**src/design/sync_length_deframer_core_defines.svh**
```systemverilog
// Assertion macros for the sync length deframer.
`ifndef SYNC_LENGTH_DEFRAMER_CORE_DEFINES_SVH
`define SYNC_LENGTH_DEFRAMER_CORE_DEFINES_SVH

// Implication checked at the same clock edge.
`define SLFD_ASSERT_SAME(lbl, ante, cons) \
    lbl: assert property (@(posedge clk) disable iff (!rst_n) (ante) |-> (cons)) \
        else $error("slfd assertion failed");

// Implication checked at the following clock edge.
`define SLFD_ASSERT_NEXT(lbl, ante, cons) \
    lbl: assert property (@(posedge clk) disable iff (!rst_n) (ante) |=> (cons)) \
        else $error("slfd assertion failed");

`endif

```
**src/design/slfd_pkg.sv**
```systemverilog
// Shared types and constants of the sync length deframer.
package slfd_pkg;

    localparam int unsigned SLFD_QUEUE_DEPTH = 4;
    localparam logic [15:0] SLFD_SYNC_RESET  = 16'h55AA;
    localparam int unsigned SLFD_LEN_W       = 9;

    typedef struct packed {
        logic       pair;
        logic       last;
        logic [7:0] hi;
        logic [7:0] lo;
    } slfd_cmd_t;

    typedef struct packed {
        logic full;
        logic empty;
    } slfd_q_status_t;

endpackage

```
**src/design/slfd_if.sv**
```systemverilog
// Valid/ready channel interfaces of the sync length deframer.
interface slfd_rx_if;
    logic       valid;
    logic       ready;
    logic [7:0] rx_byte;

    modport source (output valid, output rx_byte, input ready);
    modport sink   (input valid, input rx_byte, output ready);
endinterface

interface slfd_frame_if;
    logic       valid;
    logic       ready;
    logic [7:0] frame_byte;
    logic       frame_first;
    logic       frame_last;

    modport source (output valid, output frame_byte, output frame_first,
                    output frame_last, input ready);
    modport sink   (input valid, input frame_byte, input frame_first,
                    input frame_last, output ready);
endinterface

interface slfd_cfg_if;
    logic        valid;
    logic        ready;
    logic [15:0] sync_word;

    modport source (output valid, output sync_word, input ready);
    modport sink   (input valid, input sync_word, output ready);
endinterface

```
**src/design/sync_length_deframer_core.sv**
```systemverilog
// Top level of the sync length deframer.
//
//  channel | dir | beat payload                            | accepted when
//  rx      | in  | rx_byte[7:0]                            | valid && ready
//  frame   | out | frame_byte[7:0], frame_first, frame_last | valid && ready
//  cfg     | in  | sync_word[15:0]                         | valid && ready
//
// One rx beat per cycle while the command queue has room; frame beats leave
// from a registered output one per cycle unless frame ready stalls them, the
// sync pair as two beats. Commands pass a queue entry, then the output register.
// Reset returns the hunt to its start and sync_word to 0x55AA; no clearing pass.
// A stalled frame output fills the queue, then rx ready drops.
`include "sync_length_deframer_core_defines.svh"

module sync_length_deframer_core
    import slfd_pkg::*;
#(
    parameter int unsigned QUEUE_DEPTH = SLFD_QUEUE_DEPTH
)
(
    input  logic         clk,
    input  logic         rst_n,
    slfd_rx_if.sink      rx,
    slfd_frame_if.source frame,
    slfd_cfg_if.sink     cfg
);

    logic [15:0]    sync_word_reg;
    logic           push, pop;
    slfd_cmd_t      push_cmd, head;
    slfd_q_status_t q_status;

    assign cfg.ready = 1'b1;

    always_ff @(posedge clk or negedge rst_n)
    begin
        if (!rst_n)
        begin
            sync_word_reg <= SLFD_SYNC_RESET;
        end
        else if (cfg.valid && cfg.ready)
        begin
            sync_word_reg <= cfg.sync_word;
        end
    end

    slfd_front u_front (
        .clk       (clk),
        .rst_n     (rst_n),
        .rx        (rx),
        .sync_word (sync_word_reg),
        .q_status  (q_status),
        .push      (push),
        .push_cmd  (push_cmd)
    );

    slfd_fifo #(
        .DEPTH (QUEUE_DEPTH)
    ) u_fifo (
        .clk      (clk),
        .rst_n    (rst_n),
        .push     (push),
        .push_cmd (push_cmd),
        .pop      (pop),
        .head     (head),
        .status   (q_status)
    );

    slfd_back u_back (
        .clk      (clk),
        .rst_n    (rst_n),
        .head     (head),
        .q_status (q_status),
        .pop      (pop),
        .frame    (frame)
    );

    `SLFD_ASSERT_SAME(a_first_not_last, frame.valid && frame.frame_first, !frame.frame_last)
    `SLFD_ASSERT_NEXT(a_pair_second,
                      frame.valid && frame.ready && frame.frame_first,
                      frame.valid && !frame.frame_first)
    `SLFD_ASSERT_SAME(a_pop_nonempty, pop, !q_status.empty)
    `SLFD_ASSERT_SAME(a_push_room, push, !q_status.full)

endmodule

```
**src/design/slfd_front.sv**
```systemverilog
// Front end: sync hunt, length capture and frame byte classification.
module slfd_front
    import slfd_pkg::*;
(
    input  logic           clk,
    input  logic           rst_n,
    slfd_rx_if.sink        rx,
    input  logic [15:0]    sync_word,
    input  slfd_q_status_t q_status,
    output logic           push,
    output slfd_cmd_t      push_cmd
);

    typedef enum logic [1:0] {
        PH_HUNT,
        PH_SYNC1,
        PH_LEN,
        PH_BODY
    } phase_t;

    phase_t                  phase_reg, phase_next;
    logic [SLFD_LEN_W-1:0]   bytes_left_reg, bytes_left_next;
    logic [7:0]              s1, s2, b;
    logic                    accept;

    assign s1       = sync_word[15:8];
    assign s2       = sync_word[7:0];
    assign b        = rx.rx_byte;
    assign rx.ready = !q_status.full;
    assign accept   = rx.valid && rx.ready;

    always_comb
    begin
        phase_next      = phase_reg;
        bytes_left_next = bytes_left_reg;
        push            = 1'b0;
        push_cmd        = '{pair: 1'b0, last: 1'b0, hi: s1, lo: b};
        if (accept)
        begin
            unique case (phase_reg)
                PH_HUNT:
                begin
                    if (b == s1)
                    begin
                        phase_next = PH_SYNC1;
                    end
                end
                PH_SYNC1:
                begin
                    if (b == s2)
                    begin
                        push          = 1'b1;
                        push_cmd.pair = 1'b1;
                        push_cmd.lo   = s2;
                        phase_next    = PH_LEN;
                    end
                    else if (b != s1)
                    begin
                        phase_next = PH_HUNT;
                    end
                end
                PH_LEN:
                begin
                    push            = 1'b1;
                    bytes_left_next = {1'b0, b} + SLFD_LEN_W'(2);
                    phase_next      = PH_BODY;
                end
                PH_BODY:
                begin
                    push = 1'b1;
                    if (bytes_left_reg <= SLFD_LEN_W'(1))
                    begin
                        push_cmd.last   = 1'b1;
                        bytes_left_next = '0;
                        phase_next      = PH_HUNT;
                    end
                    else
                    begin
                        bytes_left_next = bytes_left_reg - SLFD_LEN_W'(1);
                    end
                end
                default:
                begin
                    phase_next = PH_HUNT;
                end
            endcase
        end
    end

    always_ff @(posedge clk or negedge rst_n)
    begin
        if (!rst_n)
        begin
            phase_reg      <= PH_HUNT;
            bytes_left_reg <= '0;
        end
        else
        begin
            phase_reg      <= phase_next;
            bytes_left_reg <= bytes_left_next;
        end
    end

endmodule

```
**src/design/slfd_fifo.sv**
```systemverilog
// Short command queue between front end and back end.
module slfd_fifo
    import slfd_pkg::*;
#(
    parameter int unsigned DEPTH = SLFD_QUEUE_DEPTH
)
(
    input  logic           clk,
    input  logic           rst_n,
    input  logic           push,
    input  slfd_cmd_t      push_cmd,
    input  logic           pop,
    output slfd_cmd_t      head,
    output slfd_q_status_t status
);

    localparam int unsigned PTR_W = (DEPTH > 1) ? $clog2(DEPTH) : 1;
    localparam int unsigned CNT_W = $clog2(DEPTH + 1);

    slfd_cmd_t         mem [DEPTH];
    logic [PTR_W-1:0]  wr_ptr_reg, wr_ptr_next;
    logic [PTR_W-1:0]  rd_ptr_reg, rd_ptr_next;
    logic [CNT_W-1:0]  count_reg, count_next;
    logic              do_push, do_pop;

    assign status.full  = (count_reg == CNT_W'(DEPTH));
    assign status.empty = (count_reg == '0);
    assign do_push      = push && !status.full;
    assign do_pop       = pop && !status.empty;
    assign head         = mem[rd_ptr_reg];

    always_comb
    begin
        wr_ptr_next = wr_ptr_reg;
        rd_ptr_next = rd_ptr_reg;
        count_next  = count_reg;
        if (do_push)
        begin
            wr_ptr_next = (wr_ptr_reg == PTR_W'(DEPTH - 1)) ? '0 : wr_ptr_reg + PTR_W'(1);
        end
        if (do_pop)
        begin
            rd_ptr_next = (rd_ptr_reg == PTR_W'(DEPTH - 1)) ? '0 : rd_ptr_reg + PTR_W'(1);
        end
        if (do_push && !do_pop)
        begin
            count_next = count_reg + CNT_W'(1);
        end
        else if (do_pop && !do_push)
        begin
            count_next = count_reg - CNT_W'(1);
        end
    end

    always_ff @(posedge clk or negedge rst_n)
    begin
        if (!rst_n)
        begin
            wr_ptr_reg <= '0;
            rd_ptr_reg <= '0;
            count_reg  <= '0;
        end
        else
        begin
            wr_ptr_reg <= wr_ptr_next;
            rd_ptr_reg <= rd_ptr_next;
            count_reg  <= count_next;
        end
    end

    always_ff @(posedge clk)
    begin
        if (do_push)
        begin
            mem[wr_ptr_reg] <= push_cmd;
        end
    end

endmodule

```
**src/design/slfd_back.sv**
```systemverilog
// Back end: expands queued commands into output beats.
module slfd_back
    import slfd_pkg::*;
(
    input  logic           clk,
    input  logic           rst_n,
    input  slfd_cmd_t      head,
    input  slfd_q_status_t q_status,
    output logic           pop,
    slfd_frame_if.source   frame
);

    logic       out_valid_reg, out_valid_next;
    logic       pending_reg, pending_next;
    logic [7:0] byte_reg, byte_next;
    logic       first_reg, first_next;
    logic       last_reg, last_next;
    logic [7:0] lo_reg, lo_next;
    logic       load_ok;

    assign load_ok = !out_valid_reg || frame.ready;

    always_comb
    begin
        out_valid_next = out_valid_reg;
        pending_next   = pending_reg;
        byte_next      = byte_reg;
        first_next     = first_reg;
        last_next      = last_reg;
        lo_next        = lo_reg;
        pop            = 1'b0;
        if (load_ok)
        begin
            if (pending_reg)
            begin
                out_valid_next = 1'b1;
                byte_next      = lo_reg;
                first_next     = 1'b0;
                last_next      = 1'b0;
                pending_next   = 1'b0;
            end
            else if (!q_status.empty)
            begin
                pop            = 1'b1;
                out_valid_next = 1'b1;
                if (head.pair)
                begin
                    byte_next    = head.hi;
                    first_next   = 1'b1;
                    last_next    = 1'b0;
                    lo_next      = head.lo;
                    pending_next = 1'b1;
                end
                else
                begin
                    byte_next  = head.lo;
                    first_next = 1'b0;
                    last_next  = head.last;
                end
            end
            else
            begin
                out_valid_next = 1'b0;
            end
        end
    end

    always_ff @(posedge clk or negedge rst_n)
    begin
        if (!rst_n)
        begin
            out_valid_reg <= 1'b0;
            pending_reg   <= 1'b0;
        end
        else
        begin
            out_valid_reg <= out_valid_next;
            pending_reg   <= pending_next;
        end
    end

    always_ff @(posedge clk)
    begin
        byte_reg  <= byte_next;
        first_reg <= first_next;
        last_reg  <= last_next;
        lo_reg    <= lo_next;
    end

    assign frame.valid       = out_valid_reg;
    assign frame.frame_byte  = byte_reg;
    assign frame.frame_first = first_reg;
    assign frame.frame_last  = last_reg;

endmodule
```
**src/flat_wrapper.sv**
```systemverilog
// flat-port wrapper written by rule: the top's interface ports become plain ports
module sync_length_deframer_core_flat import slfd_pkg::*;
#(
    parameter int unsigned QUEUE_DEPTH = SLFD_QUEUE_DEPTH
)
  (clk, rst_n, rx_valid, rx_rx_byte, rx_ready, frame_valid, frame_frame_byte, frame_frame_first, frame_frame_last, frame_ready, cfg_valid, cfg_sync_word, cfg_ready);
  slfd_rx_if rx_i ();
  slfd_frame_if frame_i ();
  slfd_cfg_if cfg_i ();
  input  logic clk;
  input  logic rst_n;
  input wire logic [$bits(rx_i.valid)-1:0] rx_valid;
  input wire logic [$bits(rx_i.rx_byte)-1:0] rx_rx_byte;
  output wire logic [$bits(rx_i.ready)-1:0] rx_ready;
  output wire logic [$bits(frame_i.valid)-1:0] frame_valid;
  output wire logic [$bits(frame_i.frame_byte)-1:0] frame_frame_byte;
  output wire logic [$bits(frame_i.frame_first)-1:0] frame_frame_first;
  output wire logic [$bits(frame_i.frame_last)-1:0] frame_frame_last;
  input wire logic [$bits(frame_i.ready)-1:0] frame_ready;
  input wire logic [$bits(cfg_i.valid)-1:0] cfg_valid;
  input wire logic [$bits(cfg_i.sync_word)-1:0] cfg_sync_word;
  output wire logic [$bits(cfg_i.ready)-1:0] cfg_ready;
  assign rx_i.valid = rx_valid;
  assign rx_i.rx_byte = rx_rx_byte;
  assign rx_ready = rx_i.ready;
  assign frame_valid = frame_i.valid;
  assign frame_frame_byte = frame_i.frame_byte;
  assign frame_frame_first = frame_i.frame_first;
  assign frame_frame_last = frame_i.frame_last;
  assign frame_i.ready = frame_ready;
  assign cfg_i.valid = cfg_valid;
  assign cfg_i.sync_word = cfg_sync_word;
  assign cfg_ready = cfg_i.ready;
  sync_length_deframer_core #(.QUEUE_DEPTH(QUEUE_DEPTH)) u_core (.clk(clk), .rst_n(rst_n), .rx(rx_i), .frame(frame_i), .cfg(cfg_i));
endmodule
```
**config.mk**
```make
export PLATFORM = sky130hd
export DESIGN_NAME = sync_length_deframer_core_flat
export DESIGN_NICKNAME = d
export VERILOG_FILES = /design/src/design/slfd_pkg.sv /design/src/design/slfd_if.sv /design/src/design/sync_length_deframer_core.sv /design/src/design/slfd_front.sv /design/src/design/slfd_fifo.sv /design/src/design/slfd_back.sv /design/src/flat_wrapper.sv
export VERILOG_INCLUDE_DIRS = /design/src /design/src/design
export SDC_FILE = /design/constraint.sdc
export NUM_CORES = 1
export LEC_CHECK = 0
export BUFFER_PORTS_ARGS = -buffer_cell sky130_fd_sc_hd__clkbuf_2
export CAP_MARGIN = 20
export CORE_MARGIN = 3
export CORE_UTILIZATION = 50
export DETAILED_ROUTE_END_ITERATION = 8
export HOLD_SLACK_MARGIN = 0.06
export PLACE_DENSITY = 0.79
export REMOVE_ABC_BUFFERS = 1
export SYNTH_ARGS = -nofsm -noshare
export SYNTH_HDL_FRONTEND = slang
export SYNTH_SLANG_ARGS = --single-unit
```
**constraint.sdc**
```tcl
create_clock -name clk -period 6.2 [get_ports clk]
set_input_delay 0.62 -clock clk [delete_from_list [all_inputs] [get_ports clk]]
set_output_delay 0.62 -clock clk [all_outputs]
set_load 0.02 [all_outputs]
```
* Word level (Yosys, flattened, before mapping)
Memories as Yosys holds them, arrays and structs flattened.
Cells that the tools add are included.
** Operators by class
- Eq/ne operators :: 13
- $add $sub $neg :: 6
- Bitwise operators :: 2
- $lt $le $gt $ge :: 1
- Reduce and logical (&&, ||, !) cells :: 20
- Mux-type cells :: 36
** Operator list (count)
- 2-to-1 mux 8 bit :: 6
- case mux 9 bit (2 select lines) :: 1
- 2-to-1 mux 1 bit :: 17
- equality test 8 bit :: 2
- 2-to-1 mux 2 bit :: 7
- adder 8 x 2 -> 9 bit (second input constant) :: 1
- <= comparator 9 x 1 -> 1 bit (second input constant) :: 1
- 2-to-1 mux 9 bit :: 1
- subtractor 9 x 1 -> 9 bit (second input constant) :: 1
- equality test 2 bit (second input constant) :: 4
- != test 8 bit :: 1
- case mux 2 bit (4 select lines) :: 1
- AND reduction 4 bit :: 2
- 2-to-1 mux 3 bit :: 2
- logical AND 1 bit :: 5
- zero test 1 bit :: 5
- adder 2 x 1 -> 2 bit (second input constant) :: 2
- != test 2 bit (second input constant) :: 2
- AND reduction 2 bit :: 2
- nonzero test 2 bit :: 2
- adder 3 x 1 -> 3 bit (second input constant) :: 1
- equality test 3 bit (second input constant) :: 1
- zero test 3 bit :: 1
- != test 3 bit (second input constant) :: 1
- 8 further kinds :: 9
** Storage, ports and cells
- Output and inout bits :: 13
- Bits of input ports :: 29
- Bits in registers :: 54
- RAM bits :: 72
- Memories :: 1
- Logic and storage cells :: 91
** Memories
- u_core.u_fifo.mem :: words 4, width 18, rd ports 1, clocked after Yosys merged registers in 0, write ports 1, RTL line slfd_fifo.sv:20 : slfd_cmd_t mem [DEPTH];

* Logic depth before layout (Yosys ltp)
Gate-level depths: netlist of the first run.
- Depth in word-level cells :: 9
- Gate-level depth with buffers :: 11

* Hierarchy
A second synthesis of the first run with hierarchy kept.
** Unflattened totals
- Cell total of the unflattened synthesis :: 370
- Area, all modules :: 5744.3 µm²
** Modules (own cells, without submodules)
- slfd_fifo :: area each 3034.2 µm², instances 1, cells each 131
- slfd_front :: area each 1186.1 µm², instances 1, cells each 144
- slfd_back :: area each 853.3 µm², instances 1, cells each 59
- sync_length_deframer_core :: area each 670.6 µm², instances 1, cells each 36

* Worst setup path before layout of the first run
Ideal clock, no wire load.
- Path type :: input-to-reg
- Start :: in rx_rx_byte[6]
- End :: reg u_core.u_fifo.count_reg[2]
- Slack :: 3663 ps
- Data arrival time :: 2458 ps
- Cell stages on the path :: 11
- Data required time :: 6121 ps
- Path through :: buf_2 -> xnor2_1 -> and4_4 -> a41oi_4 -> nor2_4 -> ha_1 -> inv_1 -> fa_1 -> xor2_1 -> nor2_1 -> xor2_1
** On the way
- Word-level cells in the longest chain between the ends :: 8
- Elaborated cells on any way between the ends :: 10
- Those cells by class :: eq/ne (1); mux (4); reduce/logical (5)
** RTL lines
- start: declaration :: RTL line flat_wrapper.sv:13 : input wire logic [$bits(rx_i.rx_byte)-1:0] rx_rx_byte;
- equality test 8 bit * :: RTL line slfd_front.sv:50 : if (b == s2)
- 2-to-1 mux 1 bit * :: RTL line slfd_front.sv:50
- case mux 1 bit (2 select lines) * :: RTL line slfd_front.sv:40 : unique case (phase_reg)
- 2-to-1 mux 1 bit * :: RTL line slfd_front.sv:38 : if (accept)
- logical AND 1 bit * :: RTL line slfd_fifo.sv:28 : assign do_push = push && !status.full;
- net u_core.u_fifo.do_push :: RTL line slfd_fifo.sv:24 : logic do_push, do_pop;
- zero test 1 bit :: RTL line slfd_fifo.sv:49 : else if (do_pop && !do_push)
- logical AND 1 bit :: RTL line slfd_fifo.sv:49
- nonzero test 2 bit (no line)
- end signal: assignment :: RTL line slfd_fifo.sv:67 : count_reg <= count_next;
- end: declaration :: RTL line slfd_fifo.sv:23 : logic [CNT_W-1:0] count_reg, count_next;
The timed path passes the listed nets; every way through them passes the cells marked *.
A chain may end at the register's enable or synchronous reset.

* Worst setup path after layout of the first run
- Start :: reg u_core.sync_word_reg[1]
- End :: reg u_core.u_fifo.count_reg[2]
** On the way
- Word-level cells in the longest chain between the ends :: 8
- Elaborated cells on any way between the ends :: 10
- Those cells by class :: eq/ne (1); mux (4); reduce/logical (5)
** RTL lines
- start: declaration :: RTL line sync_length_deframer_core.sv:28 : logic [15:0] sync_word_reg;
- start signal: assignment :: RTL line sync_length_deframer_core.sv:43 : sync_word_reg <= cfg.sync_word;
- equality test 8 bit * :: RTL line slfd_front.sv:50
- 2-to-1 mux 1 bit * :: RTL line slfd_front.sv:50
- case mux 1 bit (2 select lines) * :: RTL line slfd_front.sv:40
- 2-to-1 mux 1 bit * :: RTL line slfd_front.sv:38
- logical AND 1 bit * :: RTL line slfd_fifo.sv:28
- net u_core.u_fifo.do_push :: RTL line slfd_fifo.sv:24
- zero test 1 bit :: RTL line slfd_fifo.sv:49
- logical AND 1 bit :: RTL line slfd_fifo.sv:49
- nonzero test 2 bit (no line)
Marks and branches as above.

==> impl_metrics.env, run 1 <==
export IMPL_status="completed"
export IMPL_dp_hpwl_um=6690
export IMPL_clock_latency_ns=0.52
export IMPL_synthCells=358
export IMPL_netlist_area_um2=5530
export IMPL_first_global_vias=3140
export IMPL_crit_arrival_ns=2.91
export IMPL_fin_crit_ns=2.47
export IMPL_path_max_fanout=6
export IMPL_numCtsBuffers=17
export IMPL_cts_setup_buffers=0
export IMPL_setup_slack_ns=3.73
export IMPL_cp_start_kind="flip-flop"
export IMPL_drive_gt1_frac=0.318
export IMPL_gr_usage_all_layers=0.172
export IMPL_power_density_nw_per_um2=391
export IMPL_antenna_found_initial=0
export IMPL_cts_num_sinks=126
export IMPL_dieArea_um2=12400
export IMPL_drtIter0Drc=210
export IMPL_diodes=0
export IMPL_start_util=0.524
export IMPL_ant_nets=0
export IMPL_final_cell_mix="edfxtp_1, clkbuf_2, dfrtp_1, nand2_1, mux2_2"
export IMPL_maxCapViolCount=0
export IMPL_num_rows=37
export IMPL_synth_edf_count=90
export IMPL_slowest_delay_ns=0.53
export IMPL_core_um2=10600
export IMPL_ys_types=52
export IMPL_skew_ns=0.00817
export IMPL_p_leak_nw=2.37
export IMPL_vias_per_cell=5.62
export IMPL_avgSynthCellArea_um2=15.4
export IMPL_synth_top_area_frac=0.489
export IMPL_drc=0
export IMPL_ys_warn_count=0
export IMPL_totalWireLength_um=9780
export IMPL_ys_seq_area_frac=0.654
export IMPL_dieWidth_um=111
export IMPL_finalHoldViolCount=0
export IMPL_setup_tns_final_ns=0
export IMPL_hp_class="in2async"
export IMPL_async_flop_share=0.286
export IMPL_grt_max_degree=37
export IMPL_path_clk_slew_ns=0.06
export IMPL_synth_ff_type="edfxtp_1"
export IMPL_syn_to_final_growth_pct=14.9
export IMPL_cts_tree="yes"
export IMPL_clockBufferDepth=2
export IMPL_first_pass_iters=4
export IMPL_io_pins=42
export IMPL_netlist_top_cells_area="edfxtp_1, dfrtp_1, mux4_2"
export IMPL_ys_ff_latch=126
export IMPL_htreeDepth=4
export IMPL_layout_commonest_cell="edfxtp_1"
export IMPL_hold_buffers=0
export IMPL_crit_path_frequent_cell="xor2_1"
export IMPL_worst_pin_slew_ns=0.885
export IMPL_crit_path_end_kind="flip-flop"
export IMPL_rsz0062_at_grt="no"
export IMPL_pre_cts_slack_ns=3.35
export IMPL_root_buffer="clkbuf_8"
export IMPL_final_util=0.602
export IMPL_required_ns=6.63
export IMPL_min_period_over_period=0.399
export IMPL_synth_area_leader_cell="edfxtp_1"
export IMPL_slew_headroom=0.410
export IMPL_path_cells="xnor2_1 -> and4_4 -> a41oi_4 -> nor2_4 -> ha_1 -> inv_1 -> fa_1 -> xor2_1 -> nor2_1 -> xor2_1"
export IMPL_fillers=779
export IMPL_crit_path_top_delay_cell="dfstp_2"
export IMPL_fmaxAchievable_mhz=404
export IMPL_grt_ovfl_total=0
export IMPL_slew_viol_final=0
export IMPL_ctsResizeCount=0
export IMPL_num_vias=3047
export IMPL_fp_dieH_um=111
export IMPL_path_class="reg2reg"
export IMPL_gp_congestion=0.836
export IMPL_largest_reg_flops=72
export IMPL_final_nets=432
export IMPL_vdd_drop_max_mv=0.223
export IMPL_io_buffers=40
export IMPL_setup_viol=0
export IMPL_wire_per_inst_um=18.0
export IMPL_grt_pass1_wl_um=16400
-- Yosys cell counts (all sizes together) (2+ instances only) --
master / instances
a21oi: 4
a22o: 4
and2: 7
buf: 15
clkbuf: 9
dfrtp: 28
dfstp: 8
edfxtp: 90
ha: 9
inv: 9
mux2: 20
mux2i: 8
mux4: 18
nand2: 22
nand2b: 2
nand3: 4
nand4: 2
nor2: 11
nor2b: 3
nor3: 11
nor4: 6
o21ai: 22
o22ai: 4
xnor2: 8
xor2: 16
-- metal layers --
metal	global-route usage	part of all wire	up-vias
met5	0	0	-
met3	0.0442	0.057	11
met2	0.275	0.50	100
li1	-	-	1419
met4	0.0722	0.015	0
met1	0.226	0.43	1517
-- stage by stage --
stage	hold WS, ns	std cells	cell area (µm²)	power (mW)
after floorplan	0.324	333	5390	1.42
after global placement	0.511	510	5770	1.55
after detailed placement	0.519	510	5770	1.56
after CTS	0.228	542	6350	2.51
after global routing	0.272	542	6350	2.61
final	0.213	542	6350	2.48
-- cell families after synthesis --
logic type | share of synthesized area
buffers and inverters | 0.0301
AOI/OAI and AO/OA | 0.0539
and+or+nand+nor | 0.0702
other | 0.000679
xor gates and xnor gates | 0.0380
DFF | 0.654
muxes | 0.129
adders and majority gates | 0.0240
-- power breakdown --
part | leakage, nW | internal [mW] | switching [mW] | total (mW)
combinational | 0.840 | 0.212 | 0.226 | 0.438
clock | 0.286 | 0.554 | 0.389 | 0.943
sequential | 1.24 | 1.02 | 0.0871 | 1.10
-- worst max-delay path: cells and delay by family, from the launching register on --
| family | cells | cell delay (ns) |
|---|---|---|
| AO/OA/AOI/OAI | 1 | 0.17 |
| adder cells (fa/ha/maj) | 2 | 0.59 |
| flip-flops | 1 | 0.53 |
| AND/OR/NAND/NOR | 3 | 0.58 |
| XOR/XNOR | 3 | 0.45 |
| buffers and inverters | 1 | 0.06 |
-- area by class of cell --
cell class | instances | area, µm² | area share
sequential | 126 | 3610 | 0.569
multi-input combinational | 198 | 1750 | 0.275
clock buffer | 19 | 464 | 0.0731
timing repair buffer | 41 | 208 | 0.0327
tap | 136 | 170 | 0.0268
clock inverter | 13 | 116 | 0.0183
inverter | 9 | 33.8 | 0.00532
-- worst paths after layout --
kind,endpoint,start,slack [ns],cells past startpoint
worst min register to register,u_core.u_back.frame.frame_byte[3],u_core.u_back.lo_reg[3],0.53,2
worst max-delay path,u_core.u_fifo.count_reg[2],u_core.sync_word_reg[1],3.73,10
worst min-delay path,u_core.sync_word_reg[4],rst_n,0.21,1
min in group clk,u_core.sync_word_reg[0],cfg_sync_word[0],0.33,2
max in group asynchronous,u_core.u_front.bytes_left_reg[7],rst_n,5.43,1
worst max register to register,u_core.u_fifo.count_reg[2],u_core.sync_word_reg[1],3.73,10
(Power assumes the default switching activity.)
==> run 2, diff against run 1 <==
Clock period 6.2 ns to 2.5 ns, I/O delays scaled along.
==> impl_metrics.env, run 2 (same netlist as run 1, synthesis figures left out) <==
export IMPL_wl_met3_um=726
export IMPL_crit_path_top_delay_cell="dfstp_2"
export IMPL_path_clk_slew_ns=0.06
export IMPL_wl_met2_um=6140
export IMPL_power_total_mw=6.30
export IMPL_slew_viol_final=0
export IMPL_layout_commonest_cell="edfxtp_1"
export IMPL_num_rows=37
export IMPL_gp_congestion=0.785
export IMPL_dieArea_um2=12400
export IMPL_syn_to_final_growth_pct=20.7
export IMPL_gr_usage_all_layers=0.202
export IMPL_pre_cts_slack_ns=0.0480
export IMPL_dr_max_layer_used="met4"
export IMPL_io_buffers=40
export IMPL_required_ns=2.92
export IMPL_rsz0062_at_grt="no"
export IMPL_grt_ovfl_total=0
export IMPL_numCtsBuffers=17
export IMPL_clockBufferDepth=2
export IMPL_totalWireLength_um=11700
export IMPL_core_um2=10600
export IMPL_diodes=0
export IMPL_ant_nets=0
export IMPL_wl_met1_um=4460
export IMPL_clock_latency_ns=0.51
export IMPL_p_leak_nw=2.52
export IMPL_status="completed"
export IMPL_final_nets=464
export IMPL_first_pass_iters=4
export IMPL_start_util=0.524
export IMPL_skew_ns=0.00926
export IMPL_first_global_vias=3523
export IMPL_num_vias=3256
export IMPL_crit_path_end_kind="flip-flop"
export IMPL_drc=0
export IMPL_cts_num_sinks=126
export IMPL_maxCapViolCount=0
export IMPL_fin_crit_ns=2.35
export IMPL_vias_per_cell=5.67
export IMPL_wire_per_inst_um=20.4
export IMPL_antenna_found_initial=0
export IMPL_drive_gt1_frac=0.333
export IMPL_grt_pass1_wl_um=19000
export IMPL_crit_arrival_ns=2.77
export IMPL_min_period_over_period=0.938
export IMPL_hp_class="in2reg"
export IMPL_worst_pin_slew_ns=0.931
export IMPL_power_density_nw_per_um2=944
export IMPL_drtIter0Drc=258
export IMPL_path_class="reg2reg"
export IMPL_setup_tns_final_ns=0
export IMPL_setup_slack_ns=0.154
export IMPL_finalHoldViolCount=0
export IMPL_slew_headroom=0.379
export IMPL_setup_viol=0
export IMPL_slowest_delay_ns=0.54
export IMPL_path_max_fanout=4
export IMPL_fp_dieH_um=111
export IMPL_path_cells="xnor2_1 -> nor2b_2 -> a41oi_4 -> nor2_4 -> ha_4 -> inv_1 -> fa_2 -> xor2_1 -> nor2_1 -> xor2_1"
export IMPL_final_cell_mix="edfxtp_1, clkbuf_2, dfrtp_1, nand2_1, dlygate4sd3_1"
export IMPL_vdd_drop_max_mv=0.562
export IMPL_cp_start_kind="flip-flop"
export IMPL_htreeDepth=4
export IMPL_cts_tree="yes"
export IMPL_crit_path_frequent_cell="xor2_1"
export IMPL_dieWidth_um=111
export IMPL_dp_hpwl_um=6920
export IMPL_io_pins=42
export IMPL_fmaxAchievable_mhz=426
export IMPL_largest_reg_flops=72
export IMPL_root_buffer="clkbuf_8"
export IMPL_grt_max_degree=37
-- run 2: final cells by class --
class | instances | area [µm²]
inverters | 9 | 33.8
well taps | 136 | 170
clock buffers | 17 | 414
repair buffers | 73 | 498
flip-flops and latches | 126 | 3610
clock inverters | 15 | 161
multi-input cells | 198 | 1780
fillers | 739 | 3880
-- run 2: timing repair --
| item | CTS | global route |
|---|---|---|
| endpoints found under the setup margin | 1 | 1 |
| endpoints found under the hold margin | 51 | 0 |
| gates resized for setup | 1 | 5 |
| gates cloned | 0 | 0 |
| buffers inserted | 1 | 1 |
| pin swaps | 1 | 4 |
| hold buffers | 20 | 0 |
-- run 2: per-stage QoR --
step / cells / hold WS, ns / utilization / area (µm²)
after floorplan: 333 / -0.0456 / - / 5390
after global placement: 520 / 0.408 / 0.554 / 5850
after detailed placement: 520 / 0.426 / 0.554 / 5850
after CTS: 573 / 0.0603 / 0.628 / 6630
after global routing: 574 / 0.0934 / 0.632 / 6670
final: 574 / 0.0888 / 0.632 / 6670
-- run 2: layer usage --
layer  vias to the layer above  track usage
li1                       1480            -
met4                         0       0.0876
met3                        22       0.0546
met5                         -            0
met2                       125        0.341
met1                      1629        0.247
-- run 2: worst paths after layout --
check,slack (ns),startpoint,end,cells past startpoint
max in group asynchronous,1.48,rst_n,u_core.u_back.frame.valid,2
setup reg to reg,0.15,u_core.sync_word_reg[3],u_core.u_fifo.count_reg[2],10
min in group asynchronous,0.42,rst_n,u_core.sync_word_reg[4],2
hold / removal,0.09,rx_rx_byte[7],u_core.u_fifo.mem[2][7],1
hold reg to reg,0.53,u_core.u_back.lo_reg[7],u_core.u_back.frame.frame_byte[7],2
setup / recovery,0.15,u_core.sync_word_reg[3],u_core.u_fifo.count_reg[2],10
-- run 2: worst max-delay path, delay by kind of cell (launching register included) --
family                     cells  cell delay (ns)
buffers and inverters          1             0.05
adders and majority gates      2             0.49
AOI/OAI and AO/OA              1             0.19
and+or+nand+nor                3             0.53
DFF                            1             0.54
xor gates and xnor gates       3             0.46
-- run 2: where the power goes --
part,internal [mW],switching (mW)
logic,0.587,0.697
registers,2.52,0.122
clock network,1.43,0.941
total,4.54,1.76
